===== config.mk =====
export PLATFORM = sky130hd
export DESIGN_NAME = ple_cell
export DESIGN_NICKNAME = d
export VERILOG_FILES = /design/src/hdl/positional_list_engine_top_defines.svh /design/src/hdl/ple_pkg.sv /design/src/hdl/ple_cell.sv
export SDC_FILE = /design/constraint.sdc
export NUM_CORES = 1
export LEC_CHECK = 0
export ABC_CLOCK_PERIOD_IN_PS = 4150
export BUFFER_PORTS_ARGS = -buffer_cell sky130_fd_sc_hd__buf_2
export CAP_MARGIN = 10
export CORE_ASPECT_RATIO = 0.7
export CORE_MARGIN = 2
export CORE_UTILIZATION = 39
export CTS_BUF_LIST = sky130_fd_sc_hd__clkbuf_8 sky130_fd_sc_hd__clkbuf_16
export DETAILED_ROUTE_END_ITERATION = 12
export GPL_TIMING_DRIVEN = 0
export PLACE_DENSITY_LB_ADDON = 0.08
export SYNTH_ARGS = -nofsm -noshare
export SYNTH_HDL_FRONTEND = slang
export SYNTH_SLANG_ARGS = --single-unit

===== constraint.sdc =====
create_clock -name clk -period 4.15 [get_ports clk]
set_clock_uncertainty 0.1 [all_clocks]
set_input_delay 0.83 -clock clk [delete_from_list [all_inputs] [get_ports clk]]
set_output_delay 0.83 -clock clk [all_outputs]
set_load 0.05 [all_outputs]

===== src/hdl/positional_list_engine_top_defines.svh =====
// ----------------------------------------------------------------------------
// positional list engine assertion macros
// shared property forms, sampled on clk and held off during reset
// ----------------------------------------------------------------------------
`ifndef POSITIONAL_LIST_ENGINE_TOP_DEFINES_SVH
`define POSITIONAL_LIST_ENGINE_TOP_DEFINES_SVH

// consequent checked in the same cycle as the antecedent
`define PLE_ASSERT_SAME(label, ante, cons, msg) \
	label: assert property (@(posedge clk) disable iff (!arst_n) (ante) |-> (cons)) \
		else $error(msg);

// consequent checked in the cycle after the antecedent
`define PLE_ASSERT_NEXT(label, ante, cons, msg) \
	label: assert property (@(posedge clk) disable iff (!arst_n) (ante) |=> (cons)) \
		else $error(msg);

`endif


===== src/hdl/ple_pkg.sv =====
// ----------------------------------------------------------------------------
// ple_pkg
// shared codes, types and constants of the positional list engine
// ----------------------------------------------------------------------------
`default_nettype none

package ple_pkg;

	localparam int DEF_CAPACITY = 64;
	localparam int DATA_W       = 32;
	localparam int POS_W        = 7;
	localparam int COUNT_W      = 7;
	// cells or'ed together in one read group
	localparam int RD_GROUP     = 32;

	typedef enum logic [1:0] {
		CMD_INSERT = 2'd0,
		CMD_REMOVE = 2'd1,
		CMD_READ   = 2'd2
	} cmd_t;

	typedef enum logic [1:0] {
		ST_DONE  = 2'd0,
		ST_RANGE = 2'd1,
		ST_FULL  = 2'd2
	} status_t;

	// per-cycle operation broadcast to every cell
	typedef struct packed {
		logic              ins;
		logic              rem;
		logic              rd;
		logic [DATA_W-1:0] new_value;
	} ple_op_t;

endpackage

`default_nettype wire


===== src/hdl/ple_cell.sv =====
// ----------------------------------------------------------------------------
// ple_cell
// one list slot: holds an entry, shifts from a neighbor on insert or remove
// ----------------------------------------------------------------------------
`default_nettype none

module ple_cell #(
	parameter int CMP_W = 7,
	parameter int IDX   = 0
) (
	input  wire logic                      clk,
	input  wire logic [CMP_W-1:0]          pos,
	input  wire ple_pkg::ple_op_t          op,
	input  wire logic [ple_pkg::DATA_W-1:0] left,
	input  wire logic [ple_pkg::DATA_W-1:0] right,
	output logic      [ple_pkg::DATA_W-1:0] value,
	output logic      [ple_pkg::DATA_W-1:0] rd
);
	import ple_pkg::*;

	localparam logic [CMP_W-1:0] MY_IDX = CMP_W'(IDX);

	logic              hit;
	logic              above;
	logic [DATA_W-1:0] value_q;

	assign hit   = (pos == MY_IDX);
	assign above = (MY_IDX > pos);

	// entries carry no reset, slots at or above count are never read
	always_ff @(posedge clk) begin
		if (op.ins && above) begin
			value_q <= left;
		end else if (op.ins && hit) begin
			value_q <= op.new_value;
		end else if (op.rem && (above || hit)) begin
			value_q <= right;
		end
	end

	assign value = value_q;
	assign rd    = (op.rd && hit) ? value_q : '0;

endmodule

`default_nettype wire


# Word-level counts from Yosys, hierarchy flattened

Index checks and enable logic that the tools add are counted.

Multipliers: 0
$lt $le $gt $ge: 1
Bitwise gates (word level): 0
Divide/modulo/power cells: 0
Shift-type cells: 0
Eq/ne operators: 0
$add $sub $neg: 0
Muxes and demuxes: 4
Reductions and logical operators: 7

Operators with widths:

| cell                 | number |
|---|---|
| $mux W32             | 4 |
| $gt A1 B7 Y1 const A | 1 |
| $logic_not A7 Y1     | 1 |
| $logic_and A1 B1 Y1  | 4 |
| $reduce_bool A3 Y1   | 1 |
| $logic_or A1 B1 Y1   | 1 |

Logic and storage cells: 13
Output and inout bits: 64
RAM bits: 0
Memories kept: 0
Latch bits: 0
Register bits after elaboration: 32
Bits in read-only memories: 0
Input bits: 107

# Logic depth before layout (Yosys ltp)

Depth after elaboration: 6
Gate-level depth with buffers: 4
Depth with buffers taken out: 3

# Worst setup path before layout

Ideal clock, no wire load.

Path kind: input-to-output
Start point: input pos[3]
End point: output rd[10] (netlist name)
Buffers on the path: 1
Data arrival time: 1.969 ns
Path slack: 1.251 ns
Stages on the path: 4
Required time: 3.220 ns
Cell sequence: nor4_4 -> and3_1 -> clkbuf_2 -> and2_1

Cells in the longest elaborated chain, start to end: 3

RTL lines:

| item                | RTL line       | RTL |
|---|---|---|
| start, declared     | ple_cell.sv:12 | `input wire logic [CMP_W-1:0] pos,` |
| $logic_not A7 Y1    | ple_cell.sv:27 | `assign hit = (pos == MY_IDX);` |
| $logic_and A1 B1 Y1 | ple_cell.sv:42 | `assign rd = (op.rd && hit) ? value_q : '0;` |
| $mux W32            | ple_cell.sv:42 |  |
| end, declared       | ple_cell.sv:17 | `output logic [ple_pkg::DATA_W-1:0] rd` |

No other way between the ends.

# Worst setup path after layout

Start point: input pos[3]
End point: output rd[12] (netlist name)

The elaborated chain is that of the path after synthesis.

==> flow_summary.ini <==
[final_layout]
nets = 360
area_delta_synth_final_pct = 50.0
fillers = 368
multi_input_area_sq_um = 726
area.sequential_sq_um = 961
fin_area_sq_mm = 0.00260
drive_above_1_share = 0.724
fin_cells = 309
diodes = 0
largest_register_ffs = 32

[floorplan]
core_area_sq_mm = 0.00430
die-area_sq_mm = 0.00501
die_y_um = 59.8
num_rows = 20
start_util = 0.403
die_w_um = 83.7
io_pins = 171

[power_and_ir_drop]
switchingPower_mw = 0.130
pwr-share-clk = 0.334
cellLeakagePower_nw = 1.39
swShare = 0.201
power_density_mw_per_mm2 = 248
power_frac_comb = 0.111
seq_power_share = 0.554
intPower_mw = 0.517
ir_drop_v = 0.000125

[global_routing]
grt_use_met1 = 0.186
grt-ovfl-total = 0
grtUsageMet2 = 0.279
grt_util_all_layers = 0.159
top_usage_layer = met2
antenna_found_initial = 0
grt_pass1_wl_mm = 6.09
first_global_vias = 1322
use_met3 = 0.0552
grt_max_degree = 33

[routing]
wl_per_cell_um = 12.5
drt-total-wl_mm = 3.86
drc = 0
vias = 1378
drt_iter0_markers = 26
ant_nets = 0
viasPerCell = 4.46
dr.pass1.iters = 4

[synthesis]
ys_ff_latch = 32
syn_area_sq_mm = 0.00174
yosysUniqueCellTypes = 11
syn_avg_cell_area_sq_um = 16.2
ys_seq_area_frac = 0.554
syn_inst = 107
synthesis.nets = 214
yosysWarningCount = 0

[timing]
fmax_mhz = 321
fin_tns_setup_ps = 0
drv_slew = 0
hold_viol = 0
post-route-period-util = 0.750
slew_headroom = 0.719
post-route-min-period_ps = 3110
finalSetupViolations = 0
tightestPinTransition_ps = 422
rsz0062_at_grt = no

[setup_path]
cp-start-kind = input port
critical_path_class = in -> out
crit_arrival_ps = 2180
cp_max_fo = 10
cp.required_ps = 3220
endpoint_kind = output port

[clock_network]
cts_tree = built
htree_levels = 2
clock_path_buffers = 2
cts-buffers-inserted = 5
clock_sinks = 32
cts_hold_buffers = 0
clkTransAtPathRegs_ps = 60
clockRootBuffer = clkbuf_8
post_cts_buffers = 0
post_cts_resized = 0

[status]
outcome = complete, no violations

[worst_hold_path]
holdCritPathClass = in -> reg
min_from = right[25]
holdPathEnd = value[25]$_DFFE_PP_
holdPathStages = 2

[placement]
place_inst = 300
placed_area_sq_mm = 0.00249
place_congestion = 0.661
hpwl_mm = 3.11
numPortBuffers = 138

[flow_run]
cap_violations = 0
==> synthesized netlist by cell type <==
cell type,n,area share
and2_1,32,0.12
mux2_4,30,0.26
clkbuf_2,3,0.0086
edfxtp_1,32,0.55
mux2_2,2,0.013
nor4_4,1,0.012
and3_1,1,0.0036
nand3_2,1,0.0058
buf_6,3,0.019
o211a_1,1,0.0058
nor3_1,1,0.0029
==> power groups by stage <==
stage	clock network (mW)	registers [mW]	logic [mW]
floorplan	0	0.371	0.0281
CTS	0.222	0.358	0.0730
finish	0.216	0.358	0.0720
global placement	0	0.365	0.0707
global route	0.242	0.358	0.0788
detailed placement	0	0.365	0.0730
==> metal layers <==
metal  share of wire  vias to the layer above
met4          0.0098                        0
met3           0.098                        5
met2            0.49                       75
met5               0                        -
met1            0.40                      618
li1                -                      680
==> critical path, cell delays in order <==
cell and delay [ps]:
buf_2 110, nor4_4 320, and3_1 290, clkbuf_2 230
and2_1 150, buf_2 250
==> final cells by class <==
cell class | instances | area share
Sequential cell | 32 | 0.369
Tap cell | 55 | 0.0264
Clock buffer | 5 | 0.0264
Multi-Input combinational cell | 69 | 0.279
Buffer | 6 | 0.0187
Timing Repair Buffer | 139 | 0.276
Clock inverter | 3 | 0.00433
==> cell families after synthesis <==
group | after synthesis | synth area share
buffers and inverters | 6 | 0.0281
AND/OR/NAND/NOR | 36 | 0.140
flip-flops | 32 | 0.554
multiplexers | 32 | 0.273
AO/OA/AOI/OAI | 1 | 0.00577
==> cell usage in the layout, fill, tap and decap left out, drive strengths merged <==
cell | Yosys | routed
buf | 3 | 142
and2 | 32 | 32
edfxtp | 32 | 32
mux2 | 32 | 32
clkbuf | 3 | 8
inv | 0 | 2
nor4 | 1 | 1
nor3 | 1 | 1
nand3 | 1 | 1
and3 | 1 | 1
o211a | 1 | 1
clkinv | 0 | 1
==> worst max path at each step <==
| stage | start | slack, ps | end |
|---|---|---|---|
| after floorplan | pos[3] | 1250 | rd[10] |
| after global placement | pos[3] | 1000 | rd[25] |
| after detailed placement | pos[3] | 1000 | rd[12] |
| after CTS | pos[3] | 1000 | rd[12] |
| after global routing | pos[3] | 870 | rd[10] |
| final | pos[3] | 1040 | rd[12] |
==> through the flow <==
step	worst slack (ps)	hold slack, ps	power, mW	util
after floorplan	1250	947	0.399	-
after global placement	997	1030	0.436	0.580
after detailed placement	1000	1030	0.438	0.580
after CTS	1000	742	0.653	0.598
after global routing	865	740	0.678	0.605
final	1040	749	0.646	0.605
(Power assumes the default switching activity.)
